### src/rtl/core/boot_tag_list_parser_macros.svh
// Assertion macros for the boot tag list parser.
// Used by modules that declare clk_i and rst_ni; no other dependencies.
`ifndef BOOT_TAG_LIST_PARSER_MACROS_SVH
`define BOOT_TAG_LIST_PARSER_MACROS_SVH

// Check that cond holds whenever ante holds.
`define BTLP_ASSERT_IMP(lbl, ante, cond, msg) \
  lbl: assert property (@(posedge clk_i) disable iff (!rst_ni) (ante) |-> (cond)) \
    else $error(msg);

// Check that expr holds at every edge.
`define BTLP_ASSERT_ALWAYS(lbl, expr, msg) \
  lbl: assert property (@(posedge clk_i) disable iff (!rst_ni) (expr)) \
    else $error(msg);

`endif

### src/rtl/core/btlp_pkg.sv
// Shared types and constants for the boot tag list parser.
// No dependencies.
`default_nettype none

package btlp_pkg;

  typedef enum logic [2:0] {
    PH_IDLE,
    PH_HDR,
    PH_TYPE,
    PH_SIZE,
    PH_BODY
  } phase_e;

  typedef enum logic [1:0] {
    CL_OTHER,
    CL_MMAP,
    CL_ELF,
    CL_END
  } class_e;

  localparam logic [31:0] TAG_TYPE_END  = 32'd0;
  localparam logic [31:0] TAG_TYPE_MMAP = 32'd6;
  localparam logic [31:0] TAG_TYPE_ELF  = 32'd9;
  localparam logic [31:0] REGION_AVAIL  = 32'd1;
  localparam logic [31:0] MIN_TAG_SIZE  = 32'd8;

  // word positions inside a memory-map entry
  localparam logic [3:0] MM_ADDR_LO = 4'd0;
  localparam logic [3:0] MM_ADDR_HI = 4'd1;
  localparam logic [3:0] MM_LEN_LO  = 4'd2;
  localparam logic [3:0] MM_LEN_HI  = 4'd3;
  localparam logic [3:0] MM_TYPE    = 4'd4;
  localparam logic [3:0] MM_LAST    = 4'd5;

  // word positions inside an ELF section entry
  localparam logic [3:0] ELF_ADDR_LO = 4'd4;
  localparam logic [3:0] ELF_ADDR_HI = 4'd5;
  localparam logic [3:0] ELF_SIZE_LO = 4'd8;
  localparam logic [3:0] ELF_SIZE_HI = 4'd9;
  localparam logic [3:0] ELF_LAST    = 4'd15;

  typedef struct packed {
    logic       clear;
    logic       tag_begin;
    logic       size_err;
    logic       mmap_we;
    logic       elf_we;
    logic       elf_counted;
    logic [3:0] word;
    logic       finish;
    logic       mismatch;
  } walk_ctl_t;

  typedef struct packed {
    logic [63:0] region_one_base;
    logic [63:0] region_one_length;
    logic [63:0] region_two_base;
    logic [63:0] region_two_length;
    logic [1:0]  regions_found;
    logic        extra_regions;
    logic [63:0] elf_low_address;
    logic [63:0] elf_high_address;
    logic        length_mismatch;
    logic        bad_tag_size;
  } summary_t;

endpackage

`default_nettype wire

### src/rtl/core/boot_tag_list_parser.sv
// Boot tag list parser, top level.
// Uses btlp_pkg, btlp_in_stage, btlp_walker, btlp_collect, btlp_out_stage.
//
// Input channel: one 32-bit little-endian word of the boot information list
// per beat (data_word_i); first_word_i marks word 0 of a new list and restarts
// the walk, dropping any list in progress. Words outside a list are dropped.
// Output channel: one summary beat per list, sent when the walk ends at a
// terminator tag, on reaching or passing the total length, or at a tag of bad size.
// Path: a word is held in the input register, and the summary it ends is
// loaded from there into the result register, which drives out_valid_o.
// Throughput: one word per cycle while the result register is not stalled,
// set by the single update of the walker and collector state per word.
// Stall: while a summary waits under out_stall_i, the input register holds its
// word and in_stall_o is high once that register is full; otherwise words flow
// every cycle.
// Reset: asynchronous, active low; both channels empty, walker idle, ELF low
// bound all ones and every other walker and collector field zero.
`default_nettype none

module boot_tag_list_parser
  import btlp_pkg::*;
(
  input  wire logic        clk_i,
  input  wire logic        rst_ni,
  input  wire logic        in_valid_i,
  output logic             in_stall_o,
  input  wire logic [31:0] data_word_i,
  input  wire logic        first_word_i,
  output logic             out_valid_o,
  input  wire logic        out_stall_i,
  output logic [63:0]      region_one_base_o,
  output logic [63:0]      region_one_length_o,
  output logic [63:0]      region_two_base_o,
  output logic [63:0]      region_two_length_o,
  output logic [1:0]       regions_found_o,
  output logic             extra_regions_o,
  output logic [63:0]      elf_low_address_o,
  output logic [63:0]      elf_high_address_o,
  output logic             length_mismatch_o,
  output logic             bad_tag_size_o
);

  logic        advance;
  logic        word_valid;
  logic [31:0] word;
  logic        first;
  logic        fire;
  walk_ctl_t   ctl;
  summary_t    sum_next;
  summary_t    sum_out;

  btlp_in_stage u_in_stage (
    .clk_i        (clk_i),
    .rst_ni       (rst_ni),
    .in_valid_i   (in_valid_i),
    .in_stall_o   (in_stall_o),
    .data_word_i  (data_word_i),
    .first_word_i (first_word_i),
    .advance_i    (advance),
    .valid_o      (word_valid),
    .word_o       (word),
    .first_o      (first)
  );

  assign fire = word_valid & advance;

  btlp_walker u_walker (
    .clk_i  (clk_i),
    .rst_ni (rst_ni),
    .fire_i (fire),
    .word_i (word),
    .first_i(first),
    .ctl_o  (ctl)
  );

  btlp_collect u_collect (
    .clk_i  (clk_i),
    .rst_ni (rst_ni),
    .fire_i (fire),
    .word_i (word),
    .ctl_i  (ctl),
    .sum_o  (sum_next)
  );

  btlp_out_stage u_out_stage (
    .clk_i       (clk_i),
    .rst_ni      (rst_ni),
    .load_i      (fire & ctl.finish),
    .sum_i       (sum_next),
    .advance_o   (advance),
    .out_valid_o (out_valid_o),
    .out_stall_i (out_stall_i),
    .sum_o       (sum_out)
  );

  assign region_one_base_o   = sum_out.region_one_base;
  assign region_one_length_o = sum_out.region_one_length;
  assign region_two_base_o   = sum_out.region_two_base;
  assign region_two_length_o = sum_out.region_two_length;
  assign regions_found_o     = sum_out.regions_found;
  assign extra_regions_o     = sum_out.extra_regions;
  assign elf_low_address_o   = sum_out.elf_low_address;
  assign elf_high_address_o  = sum_out.elf_high_address;
  assign length_mismatch_o   = sum_out.length_mismatch;
  assign bad_tag_size_o      = sum_out.bad_tag_size;

endmodule

`default_nettype wire

### src/rtl/core/btlp_in_stage.sv
// Input register for the tag list word channel.
// Depends on nothing but the clock and reset.
`default_nettype none

module btlp_in_stage (
  input  wire logic        clk_i,
  input  wire logic        rst_ni,
  input  wire logic        in_valid_i,
  output logic             in_stall_o,
  input  wire logic [31:0] data_word_i,
  input  wire logic        first_word_i,
  input  wire logic        advance_i,
  output logic             valid_o,
  output logic [31:0]      word_o,
  output logic             first_o
);

  logic        valid_q, valid_d;
  logic [31:0] word_q;
  logic        first_q;

  assign in_stall_o = valid_q & ~advance_i;
  assign valid_d    = in_stall_o ? valid_q : in_valid_i;

  always_ff @(posedge clk_i or negedge rst_ni) begin
    if (!rst_ni) begin
      valid_q <= 1'b0;
    end else begin
      valid_q <= valid_d;
    end
  end

  always_ff @(posedge clk_i) begin
    if (!in_stall_o && in_valid_i) begin
      word_q  <= data_word_i;
      first_q <= first_word_i;
    end
  end

  assign valid_o = valid_q;
  assign word_o  = word_q;
  assign first_o = first_q;

endmodule

`default_nettype wire

### src/rtl/core/btlp_walker.sv
// Tag walker: byte position, tag boundaries and entry counting.
// Depends on btlp_pkg and boot_tag_list_parser_macros.svh.
`default_nettype none
`include "boot_tag_list_parser_macros.svh"

module btlp_walker
  import btlp_pkg::*;
(
  input  wire logic        clk_i,
  input  wire logic        rst_ni,
  input  wire logic        fire_i,
  input  wire logic [31:0] word_i,
  input  wire logic        first_i,
  output walk_ctl_t        ctl_o
);

  phase_e      phase_q, phase_d;
  class_e      class_q, class_d;
  logic [31:0] pos_q, pos_d;
  logic [31:0] total_q, total_d;
  logic [31:0] start_q, start_d;
  logic [31:0] tlen_q, tlen_d;
  logic [31:0] size_q, size_d;
  logic [32:0] mm_end_q, mm_end_d;
  logic [3:0]  word_q, word_d;
  logic [25:0] cnt_q, cnt_d;
  logic [25:0] idx_q, idx_d;

  logic [31:0] adj;
  logic [32:0] size_end;
  logic [32:0] start8;
  logic [31:0] pos4;
  logic [31:0] off;
  logic [31:0] elf_room;
  logic        step_tag;
  logic [31:0] nf_pos;
  logic        nf_wrap;
  walk_ctl_t   ctl;

  assign adj      = (word_i + 32'd7) & ~32'd7;
  assign size_end = {1'b0, start_q} + {1'b0, adj};
  assign start8   = {1'b0, start_q} + 33'd8;
  assign pos4     = pos_q + 32'd4;
  assign off      = pos_q - start_q;
  assign elf_room = word_i - 32'd20;

  always_comb begin
    phase_d  = phase_q;
    class_d  = class_q;
    pos_d    = pos_q;
    total_d  = total_q;
    start_d  = start_q;
    tlen_d   = tlen_q;
    size_d   = size_q;
    mm_end_d = mm_end_q;
    word_d   = word_q;
    cnt_d    = cnt_q;
    idx_d    = idx_q;
    ctl      = '0;
    ctl.word = word_q;
    ctl.elf_counted = (idx_q != 26'd0);
    step_tag = 1'b0;
    nf_pos   = pos_q;
    nf_wrap  = 1'b0;

    if (fire_i) begin
      if (first_i) begin
        ctl.clear = 1'b1;
        phase_d   = PH_HDR;
        class_d   = CL_OTHER;
        pos_d     = 32'd4;
        total_d   = word_i;
        start_d   = '0;
        tlen_d    = '0;
        size_d    = '0;
        mm_end_d  = '0;
        word_d    = '0;
        cnt_d     = '0;
        idx_d     = '0;
      end else begin
        case (phase_q)
          PH_HDR: begin
            step_tag = 1'b1;
            nf_pos   = 32'd8;
          end
          PH_TYPE: begin
            if (word_i == TAG_TYPE_END) begin
              class_d = CL_END;
            end else if (word_i == TAG_TYPE_MMAP) begin
              class_d = CL_MMAP;
            end else if (word_i == TAG_TYPE_ELF) begin
              class_d = CL_ELF;
            end else begin
              class_d = CL_OTHER;
            end
            pos_d   = pos4;
            phase_d = PH_SIZE;
          end
          PH_SIZE: begin
            if (word_i < MIN_TAG_SIZE || adj == 32'd0) begin
              ctl.size_err = 1'b1;
              ctl.finish   = 1'b1;
              ctl.mismatch = (pos4 != total_q);
              pos_d        = pos4;
              phase_d      = PH_IDLE;
            end else if (class_q == CL_END) begin
              tlen_d       = adj;
              pos_d        = size_end[31:0];
              ctl.finish   = 1'b1;
              ctl.mismatch = size_end[32] || (size_end[31:0] != total_q);
              phase_d      = PH_IDLE;
            end else begin
              tlen_d        = adj;
              size_d        = word_i;
              mm_end_d      = 33'd40;
              word_d        = '0;
              idx_d         = '0;
              cnt_d         = (class_q == CL_ELF && word_i >= 32'd20) ? elf_room[31:6] : '0;
              ctl.tag_begin = 1'b1;
              phase_d       = PH_BODY;
              pos_d         = pos4;
              if (adj == MIN_TAG_SIZE) begin
                step_tag = 1'b1;
                nf_pos   = start8[31:0];
                nf_wrap  = start8[32];
              end
            end
          end
          PH_BODY: begin
            if (class_q == CL_MMAP) begin
              if (off >= 32'd16 && mm_end_q <= {1'b0, size_q}) begin
                ctl.mmap_we = 1'b1;
                if (word_q == MM_LAST) begin
                  word_d   = '0;
                  mm_end_d = mm_end_q + 33'd24;
                end else begin
                  word_d = word_q + 4'd1;
                end
              end
            end else if (class_q == CL_ELF) begin
              if (off == 32'd8) begin
                if (word_i < {6'd0, cnt_q}) begin
                  cnt_d = word_i[25:0];
                end
              end else if (off >= 32'd20 && idx_q < cnt_q) begin
                ctl.elf_we = 1'b1;
                word_d     = word_q + 4'd1;
                if (word_q == ELF_LAST) begin
                  idx_d = idx_q + 26'd1;
                end
              end
            end
            pos_d = pos4;
            if (pos4 - start_q == tlen_q) begin
              step_tag = 1'b1;
              nf_pos   = pos4;
              nf_wrap  = (pos4 < start_q);
            end
          end
          default: begin
          end
        endcase

        if (step_tag) begin
          pos_d = nf_pos;
          if (!nf_wrap && nf_pos < total_q) begin
            start_d = nf_pos;
            phase_d = PH_TYPE;
          end else begin
            ctl.finish   = 1'b1;
            ctl.mismatch = nf_wrap || (nf_pos != total_q);
            phase_d      = PH_IDLE;
          end
        end
      end
    end
  end

  always_ff @(posedge clk_i or negedge rst_ni) begin
    if (!rst_ni) begin
      phase_q  <= PH_IDLE;
      class_q  <= CL_OTHER;
      pos_q    <= '0;
      total_q  <= '0;
      start_q  <= '0;
      tlen_q   <= '0;
      size_q   <= '0;
      mm_end_q <= '0;
      word_q   <= '0;
      cnt_q    <= '0;
      idx_q    <= '0;
    end else begin
      phase_q  <= phase_d;
      class_q  <= class_d;
      pos_q    <= pos_d;
      total_q  <= total_d;
      start_q  <= start_d;
      tlen_q   <= tlen_d;
      size_q   <= size_d;
      mm_end_q <= mm_end_d;
      word_q   <= word_d;
      cnt_q    <= cnt_d;
      idx_q    <= idx_d;
    end
  end

  assign ctl_o = ctl;

  `BTLP_ASSERT_IMP(a_finish_active, ctl.finish, phase_q != PH_IDLE, "summary from idle walker")
  `BTLP_ASSERT_ALWAYS(a_pos_aligned, pos_q[1:0] == 2'b00, "byte position not word aligned")
  `BTLP_ASSERT_IMP(a_body_in_tag, phase_q == PH_BODY, (pos_q - start_q) < tlen_q, "position past tag end")
  `BTLP_ASSERT_IMP(a_mmap_word, phase_q == PH_BODY && class_q == CL_MMAP, word_q <= MM_LAST, "map word index overrun")

endmodule

`default_nettype wire

### src/rtl/core/btlp_collect.sv
// Region slots, ELF bounds and error flags; builds the summary.
// Depends on btlp_pkg.
`default_nettype none

module btlp_collect
  import btlp_pkg::*;
(
  input  wire logic        clk_i,
  input  wire logic        rst_ni,
  input  wire logic        fire_i,
  input  wire logic [31:0] word_i,
  input  wire walk_ctl_t   ctl_i,
  output summary_t         sum_o
);

  logic [63:0] addr_q [2];
  logic [63:0] addr_d [2];
  logic [63:0] len_q [2];
  logic [63:0] len_d [2];
  logic [1:0]  valid_q, valid_d;
  logic [1:0]  avail_q, avail_d;
  logic        extra_q, extra_d;
  logic [31:0] low_q, low_d;
  logic [63:0] ent_addr_q, ent_addr_d;
  logic [63:0] ent_len_q, ent_len_d;
  logic [63:0] elf_lo_q, elf_lo_d;
  logic [63:0] elf_hi_q, elf_hi_d;
  logic        size_err_q, size_err_d;

  logic [63:0] elf_size;
  logic [63:0] elf_end;
  logic        slot;

  assign elf_size = {word_i, low_q};
  assign elf_end  = ent_addr_q + elf_size;
  assign slot     = avail_q[0];

  always_comb begin
    addr_d     = addr_q;
    len_d      = len_q;
    valid_d    = valid_q;
    avail_d    = avail_q;
    extra_d    = extra_q;
    low_d      = low_q;
    ent_addr_d = ent_addr_q;
    ent_len_d  = ent_len_q;
    elf_lo_d   = elf_lo_q;
    elf_hi_d   = elf_hi_q;
    size_err_d = size_err_q;
    if (fire_i) begin
      if (ctl_i.clear) begin
        addr_d     = '{default: '0};
        len_d      = '{default: '0};
        valid_d    = '0;
        avail_d    = '0;
        extra_d    = 1'b0;
        low_d      = '0;
        ent_addr_d = '0;
        ent_len_d  = '0;
        elf_lo_d   = '1;
        elf_hi_d   = '0;
        size_err_d = 1'b0;
      end
      if (ctl_i.tag_begin) begin
        avail_d = '0;
      end
      if (ctl_i.size_err) begin
        size_err_d = 1'b1;
      end
      if (ctl_i.mmap_we) begin
        case (ctl_i.word)
          MM_ADDR_LO: low_d = word_i;
          MM_ADDR_HI: ent_addr_d = {word_i, low_q};
          MM_LEN_LO:  low_d = word_i;
          MM_LEN_HI:  ent_len_d = {word_i, low_q};
          MM_TYPE: begin
            if (word_i == REGION_AVAIL) begin
              if (avail_q < 2'd2) begin
                addr_d[slot]  = ent_addr_q;
                len_d[slot]   = ent_len_q;
                valid_d[slot] = 1'b1;
                avail_d       = avail_q + 2'd1;
              end else begin
                extra_d = 1'b1;
              end
            end
          end
          default: begin
          end
        endcase
      end
      if (ctl_i.elf_we) begin
        case (ctl_i.word)
          ELF_ADDR_LO: low_d = word_i;
          ELF_ADDR_HI: ent_addr_d = {word_i, low_q};
          ELF_SIZE_LO: low_d = word_i;
          ELF_SIZE_HI: begin
            if (ctl_i.elf_counted) begin
              if (ent_addr_q < elf_lo_q) begin
                elf_lo_d = ent_addr_q;
              end
              if (elf_end > elf_hi_q) begin
                elf_hi_d = elf_end;
              end
            end
          end
          default: begin
          end
        endcase
      end
    end
  end

  always_ff @(posedge clk_i or negedge rst_ni) begin
    if (!rst_ni) begin
      addr_q     <= '{default: '0};
      len_q      <= '{default: '0};
      valid_q    <= '0;
      avail_q    <= '0;
      extra_q    <= 1'b0;
      low_q      <= '0;
      ent_addr_q <= '0;
      ent_len_q  <= '0;
      elf_lo_q   <= '1;
      elf_hi_q   <= '0;
      size_err_q <= 1'b0;
    end else begin
      addr_q     <= addr_d;
      len_q      <= len_d;
      valid_q    <= valid_d;
      avail_q    <= avail_d;
      extra_q    <= extra_d;
      low_q      <= low_d;
      ent_addr_q <= ent_addr_d;
      ent_len_q  <= ent_len_d;
      elf_lo_q   <= elf_lo_d;
      elf_hi_q   <= elf_hi_d;
      size_err_q <= size_err_d;
    end
  end

  always_comb begin
    sum_o.region_one_base   = valid_d[0] ? addr_d[0] : '0;
    sum_o.region_one_length = valid_d[0] ? len_d[0] : '0;
    sum_o.region_two_base   = valid_d[1] ? addr_d[1] : '0;
    sum_o.region_two_length = valid_d[1] ? len_d[1] : '0;
    sum_o.regions_found     = {1'b0, valid_d[0]} + {1'b0, valid_d[1]};
    sum_o.extra_regions     = extra_d;
    sum_o.elf_low_address   = elf_lo_d;
    sum_o.elf_high_address  = elf_hi_d;
    sum_o.length_mismatch   = ctl_i.mismatch;
    sum_o.bad_tag_size      = size_err_d;
  end

endmodule

`default_nettype wire

### src/rtl/core/btlp_out_stage.sv
// Result register for the summary channel.
// Depends on btlp_pkg.
`default_nettype none

module btlp_out_stage
  import btlp_pkg::*;
(
  input  wire logic     clk_i,
  input  wire logic     rst_ni,
  input  wire logic     load_i,
  input  wire summary_t sum_i,
  output logic          advance_o,
  output logic          out_valid_o,
  input  wire logic     out_stall_i,
  output summary_t      sum_o
);

  logic     valid_q, valid_d;
  summary_t sum_q;

  assign advance_o = ~valid_q | ~out_stall_i;
  assign valid_d   = advance_o ? load_i : valid_q;

  always_ff @(posedge clk_i or negedge rst_ni) begin
    if (!rst_ni) begin
      valid_q <= 1'b0;
    end else begin
      valid_q <= valid_d;
    end
  end

  always_ff @(posedge clk_i) begin
    if (advance_o && load_i) begin
      sum_q <= sum_i;
    end
  end

  assign out_valid_o = valid_q;
  assign sum_o       = sum_q;

endmodule

`default_nettype wire

### config.mk
export PLATFORM = sky130hd
export DESIGN_NAME = boot_tag_list_parser
export DESIGN_NICKNAME = d
export VERILOG_FILES = /design/src/rtl/core/btlp_pkg.sv /design/src/rtl/core/boot_tag_list_parser.sv /design/src/rtl/core/btlp_in_stage.sv /design/src/rtl/core/btlp_walker.sv /design/src/rtl/core/btlp_collect.sv /design/src/rtl/core/btlp_out_stage.sv
export VERILOG_INCLUDE_DIRS = /design/src /design/src/rtl/core
export SDC_FILE = /design/constraint.sdc
export NUM_CORES = 2
export LEC_CHECK = 0
export BUFFER_PORTS_ARGS = -buffer_cell sky130_fd_sc_hd__buf_2
export CELL_PAD_IN_SITES_DETAIL_PLACEMENT = 0
export CELL_PAD_IN_SITES_GLOBAL_PLACEMENT = 2
export CORE_MARGIN = 2
export CORE_UTILIZATION = 41
export CTS_CLUSTER_DIAMETER = 100
export DETAILED_ROUTE_END_ITERATION = 12
export MAX_ROUTING_LAYER = met4
export PLACE_DENSITY = 0.78
export SYNTH_ARGS = -nofsm -noshare
export SYNTH_HDL_FRONTEND = slang
export SYNTH_SLANG_ARGS = --single-unit
### constraint.sdc
create_clock -name clk_i -period 34.5 [get_ports clk_i]
set_input_delay 10.35 -clock clk_i [delete_from_list [all_inputs] [get_ports clk_i]]
set_output_delay 10.35 -clock clk_i [all_outputs]
set_load 0.01 [all_outputs]
### Word level (Yosys, flattened, before mapping)

Index checks and enable logic that the tools add are counted.

| cells by class | value |
|---|---|
| $add $sub $neg | 13 |
| order comparisons | 16 |
| eq/ne operators | 42 |
| muxes and demuxes | 170 |
| bitwise logic cells | 10 |
| reduce and logical (&&, ||, !) cells | 39 |

Operators by type and width:

| kind | number |
|---|---|
| 2-to-1 mux 128 bit | 14 |
| 2-to-1 mux 64 bit | 21 |
| 2-to-1 mux 32 bit | 25 |
| 2-to-1 mux 26 bit | 16 |
| bitwise mux 128 bit | 2 |
| 2-to-1 mux 33 bit | 6 |
| one-hot mux 26 bit (2 select lines) | 2 |
| greater-or-equal comparator 32 x 5 -> 1 bit (second input constant) | 3 |
| != test 32 bit | 3 |
| one-hot mux 32 bit (3 select lines) | 1 |
| one-hot mux 33 bit (2 select lines) | 1 |
| adder 32 x 3 -> 32 bit (second input constant) | 2 |
| adder 64 bit | 1 |
| demux 64 bit (select 1 bit) | 1 |
| equality test 32 x 4 -> 1 bit (second input constant) | 2 |
| > comparator 64 bit | 1 |
| zero test 32 bit | 2 |
| less-than comparator 32 bit | 2 |
| less-than comparator 64 bit | 1 |
| one-hot mux 32 bit (2 select lines) | 1 |
| subtractor 32 bit | 2 |
| 2-to-1 mux 2 bit | 28 |
| 2-to-1 mux 4 bit | 10 |
| adder 32 x 32 -> 33 bit | 1 |
| other kinds (63) | 142 |

| storage, ports and cells | value |
|---|---|
| flip-flop bits (word level) | 1,228 |
| input bits | 37 |
| logic and storage cells | 328 |

### Logic depth before layout (Yosys ltp)

| depth | value |
|---|---|
| depth after elaboration | 19 |
| mapped depth | 41 |

### Hierarchy

A second synthesis with hierarchy kept.

| unflattened totals | value |
|---|---|
| cells, all modules | 6,186 |
| area total of the unflattened synthesis | 66,139.7 um2 |

Modules (own cells, without submodules):

| module | instances | cells each | area an instance (um2) |
|---|---|---|---|
| btlp_collect | 1 | 2,614 | 28,584.9 |
| btlp_walker | 1 | 3,139 | 24,765.0 |
| btlp_out_stage | 1 | 393 | 11,728.7 |
| btlp_in_stage | 1 | 38 | 1,048.5 |
| boot_tag_list_parser | 1 | 2 | 12.5 |

### Least setup slack after synthesis

No wires, ideal clock.

| path | value |
|---|---|
| kind | input to register |
| start | in out_stall_i |
| end | reg u_out_stage.sum_q, in the netlist u_out_stage.sum_o[0] (enable) |
| arrival time | 29.033 ns |
| required time | 33.253 ns |
| setup slack | 4.220 ns |
| stages | 4 |
| buffers on the path | 0 |
| cells stage by stage | nand2_1 > nand2_1 > nor2_1 > a21boi_1 |

| between the ends | value |
|---|---|
| word-level cells in the longest chain between the ends | 6 |

RTL lines:

| item | RTL line | source |
|---|---|---|
| start, declared | boot_tag_list_parser.sv:30 | `input wire logic out_stall_i,` |
| inverter 1 bit * | btlp_out_stage.sv:21 | `assign advance_o = ~valid_q \| ~out_stall_i;` |
| OR 1 bit * | btlp_out_stage.sv:21 |  |
| AND 1 bit | boot_tag_list_parser.sv:65 | `assign fire = word_valid & advance;` |
| 2-to-1 mux 2 bit | btlp_walker.sv:66 | `if (fire_i) begin` |
| AND 1 bit | boot_tag_list_parser.sv:88 | `.load_i (fire & ctl.finish),` |
| logical AND 1 bit * | btlp_out_stage.sv:33 | `if (advance_o && load_i) begin` |
| end signal, assigned | btlp_out_stage.sv:34 | `sum_q <= sum_i;` |
| end, declared | btlp_out_stage.sv:19 | `summary_t sum_q;` |

Mark *: on every way between the ends. The rest lies on a longest branch, timed or not.
A chain may end at the register's enable or synchronous reset.

### Worst setup path after layout

| path | value |
|---|---|
| start | in out_stall_i |
| end | out in_stall_o |

| between the ends | value |
|---|---|
| word-level cells in the longest chain between the ends | 4 |

RTL lines:

| item | RTL line | source |
|---|---|---|
| inverter 1 bit | btlp_out_stage.sv:21 |  |
| OR 1 bit | btlp_out_stage.sv:21 |  |
| inverter 1 bit | btlp_in_stage.sv:22 | `assign in_stall_o = valid_q & ~advance_i;` |
| AND 1 bit | btlp_in_stage.sv:22 |  |
| end, declared | boot_tag_list_parser.sv:26 | `output logic in_stall_o,` |

No other way between the ends.

==> results.cfg <==
[power]
power_density_mw_per_mm2 = 59.1
power.static_leakage_nw = 35.9
peakVddDrop_uv = 54.5

[clock_network]
cts_sinks = 1222
cts_buffers = 141
htreeDepth = 4
postCtsSetupBuffers = 0
cts_resized = 0
postCtsHoldBufs = 0
clk_pin_slew_ps = 60
cts_tree = done
clockRootBuffer = clkbuf_16
clkLatencyLatePin_ps = 820
max-clock-path-buffers = 3

[min_path]
worstHoldPathType = flop to flop
holdPathStages = 2
worstHoldEndpoint = u_walker.size_q[1]
hold_path.startpoint = u_walker.size_q[1]

[sta]
skew_ps = 48.3
setup-tns-final_ps = 0
rsz0062_at_grt = no
fin_crit_ps = 21100
slew_headroom_pct = 14.5
period_share_pct = 61.1
finalHoldViolations = 0
final-max-slew-violation-count = 0
worst_slew_pin_slew_ps = 1280
fmax_ghz = 0.0474
setup_viol = 0

[place]
place_hpwl_um = 184000
postPlaceCellArea_mm2 = 0.0724
port_buffers = 427
gp_congestion = 0.971

[worst_setup_path]
worstPathArrival_ps = 10750
critPathCaptureType = output port
worst-path-max-fanout = 3
crit_required_ps = 24150
cp-start-kind = primary input
r2r_cells = 34
ff2ff_setup_slack_ps = 20460
r2r_start = u_walker.pos_q[2]
r2r-end = u_out_stage.sum_o[60]
worst-setup-path-type = primary input to output port

[yosys]
synth_top_family_by_area = compound AO/OA/AOI/OAI gates
syn_inst = 6349
synth_nets = 6793
synth_area_per_cell_um2 = 10.7
synth_mux_area_share_pct = 2.59
yosysUniqueCellTypes = 107
synth-seq-cells = 1222
synth_fa_ha_area_share_pct = 7.51
synth_warnings = 0
netlist_area_mm2 = 0.0681
synth-edff-count = 422
yosys.area_share.simple_pct = 10.9
async_flop_share_pct = 65.5
yosys.area_share.xor_xnor_pct = 4.16
synth.yosys.seq_area_share_pct = 48.1
ys.flop_type = dfrtp_1
synth_compound_area_share_pct = 22.1

[routing]
post_drt_wl_per_cell_um = 28.6
drc = 90
drtIter0Drc = 5441
ant_nets = 0
vias_per_cell = 6.11
routed_wl_um = 256000
vias = 54726
drtPass1Iterations = 12

[floorplan]
rows = 149
start_util_pct = 41.3
die_w_um = 411
io_pins = 428
die_h_um = 411
dieArea_mm2 = 0.169
core_area_mm2 = 0.165

[outcome]
violations = DRC
status = finished with violations

[layout]
drive_gt1_share_pct = 15.0
synthToLayoutAreaGrowth_pct = 13.4
stdcell_area_mm2 = 0.0772
final_nets = 7091

[global_route]
grt_max_degree = 176
grtUsageTotal_pct = 30.5
grt_pass1_vias = 52438
overflow = 0
grt_antenna_before_repair = 4
grt_pass1_wl_um = 371000

[run]
cap_viol_max_count = 0
[stage by stage]
step / instances / power (W) / hold slack (ps) / utilization [%] / worst slack, ps
after floorplan: 6349 / 0.00252 / 430 / - / 4220
after detailed placement: 8693 / 0.00302 / 459 / 43.9 / 13400
after CTS: 8957 / 0.00456 / 472 / 46.8 / 13390
after global routing: 8961 / 0.00476 / 493 / 46.8 / 13330
after global placement: 8693 / 0.00304 / 460 / 43.9 / 13380
final: 8963 / 0.00456 / 470 / 46.8 / 13400
[placed cells by master, fill, tap and decap left out, types with 50 or more instances in the layout]
cell type / n
a21o_1: 195
nand2b_1: 50
inv_1: 357
a21oi_1: 293
buf_2: 426
o21ai_0: 232
nand2_1: 434
mux2_2: 105
dfrtp_1: 736
a22o_1: 758
nor3_1: 93
xor2_1: 85
nand3_1: 160
ha_1: 404
mux2i_1: 58
nor4_1: 70
nand4_1: 121
xnor2_1: 233
clkbuf_16: 143
nor2_1: 268
buf_4: 120
edfxtp_1: 422
and3_1: 66
dfstp_2: 64
[critical path, stage by stage]
cell     delay, ps
buf_2          120
nand3_1        100
inv_1           50
buf_2          130
[Yosys cell counts, types with 33 or more instances]
cell type | count | area share [%]
a211oi_1 | 33 | 0.36
a21o_1 | 195 | 2.2
a21oi_1 | 294 | 2.2
a221o_1 | 45 | 0.66
a22o_1 | 758 | 9.8
a31oi_1 | 34 | 0.31
and2_1 | 38 | 0.35
and3_1 | 66 | 0.61
buf_2 | 116 | 0.85
clkbuf_1 | 241 | 1.3
dfrtp_1 | 736 | 27
dfstp_2 | 64 | 2.5
edfxtp_1 | 422 | 19
ha_1 | 404 | 7.4
inv_1 | 358 | 2.0
mux2_2 | 105 | 1.7
mux2i_1 | 58 | 0.85
nand2_1 | 435 | 2.4
nand2b_1 | 50 | 0.46
nand3_1 | 160 | 1.2
nand4_1 | 121 | 1.1
nor2_1 | 272 | 1.5
nor3_1 | 93 | 0.68
nor4_1 | 73 | 0.67
o211ai_1 | 35 | 0.39
o21a_1 | 44 | 0.49
o21ai_0 | 232 | 1.7
o21bai_1 | 33 | 0.36
or3_1 | 38 | 0.35
xnor2_1 | 233 | 3.0
xor2_1 | 85 | 1.1
[flip-flops by register name (all words and copies together) (netlist names), 26 cells and up]
| register | flops |
|---|---|
| u_walker.idx_q | 26 |
| u_walker.mm_end_q | 30 |
| u_walker.pos_q | 32 |
| u_out_stage.sum_o | 389 |
| u_collect.ent_len_q | 64 |
| u_collect.elf_hi_q | 64 |
| u_walker.size_q | 32 |
| u_walker.start_q | 32 |
| u_walker.total_q | 32 |
| u_collect.ent_addr_q | 64 |
| u_in_stage.word_o | 32 |
| u_collect.elf_lo_q | 64 |
| u_collect.addr_q | 128 |
| u_collect.low_q | 32 |
| u_collect.len_q | 128 |
| u_walker.cnt_q | 26 |
| u_walker.tlen_q | 29 |
[layer usage]
metal  vias up  routed length, um  share of wire [%]  global-route usage, %
li1      24553                  -                  -                      -
met1     27848             113000                 44                   41.0
met2      1964             119000                 46                   47.0
met3       361              15700                6.1                   5.03
met4         0               8450                3.3                   9.70
met5         -                  0                  0                      -
[power by group]
group          leakage [nW]  total, W  switching (W)  internal, W
sequential             15.4   0.00162      0.0000742      0.00155
combinational          18.1   0.00141       0.000951     0.000463
clock                  2.31   0.00153       0.000651     0.000875
[area by class of cell]
| class | count | area, um2 |
|---|---|---|
| Antenna cell | 6 | 15.0 |
| Clock buffer | 208 | 4020 |
| Clock inverter | 56 | 744 |
| Fill cell | 15374 | 87800 |
| Inverter | 359 | 1350 |
| Multi-Input combinational cell | 4372 | 32400 |
| Sequential cell | 1222 | 32800 |
| Tap cell | 2189 | 2740 |
| Timing Repair Buffer | 551 | 3130 |
[kinds of logic after synthesis]
logic type | Yosys count
flip-flops | 1222
XOR/XNOR | 320
adder cells (fa/ha/maj) | 407
AO/OA/AOI/OAI | 1999
buffers and inverters | 755
multiplexers | 163
AND/OR/NAND/NOR | 1483
[worst max-delay path by stage]
stage                startpoint                    to  cells after the start
floorplan           out_stall_i  u_out_stage.sum_o[0]                      4
global placement    out_stall_i            in_stall_o                      4
detailed placement  out_stall_i            in_stall_o                      4
CTS                 out_stall_i            in_stall_o                      4
global route        out_stall_i            in_stall_o                      4
finish              out_stall_i            in_stall_o                      4
Power figures use the tool's default switching activity.
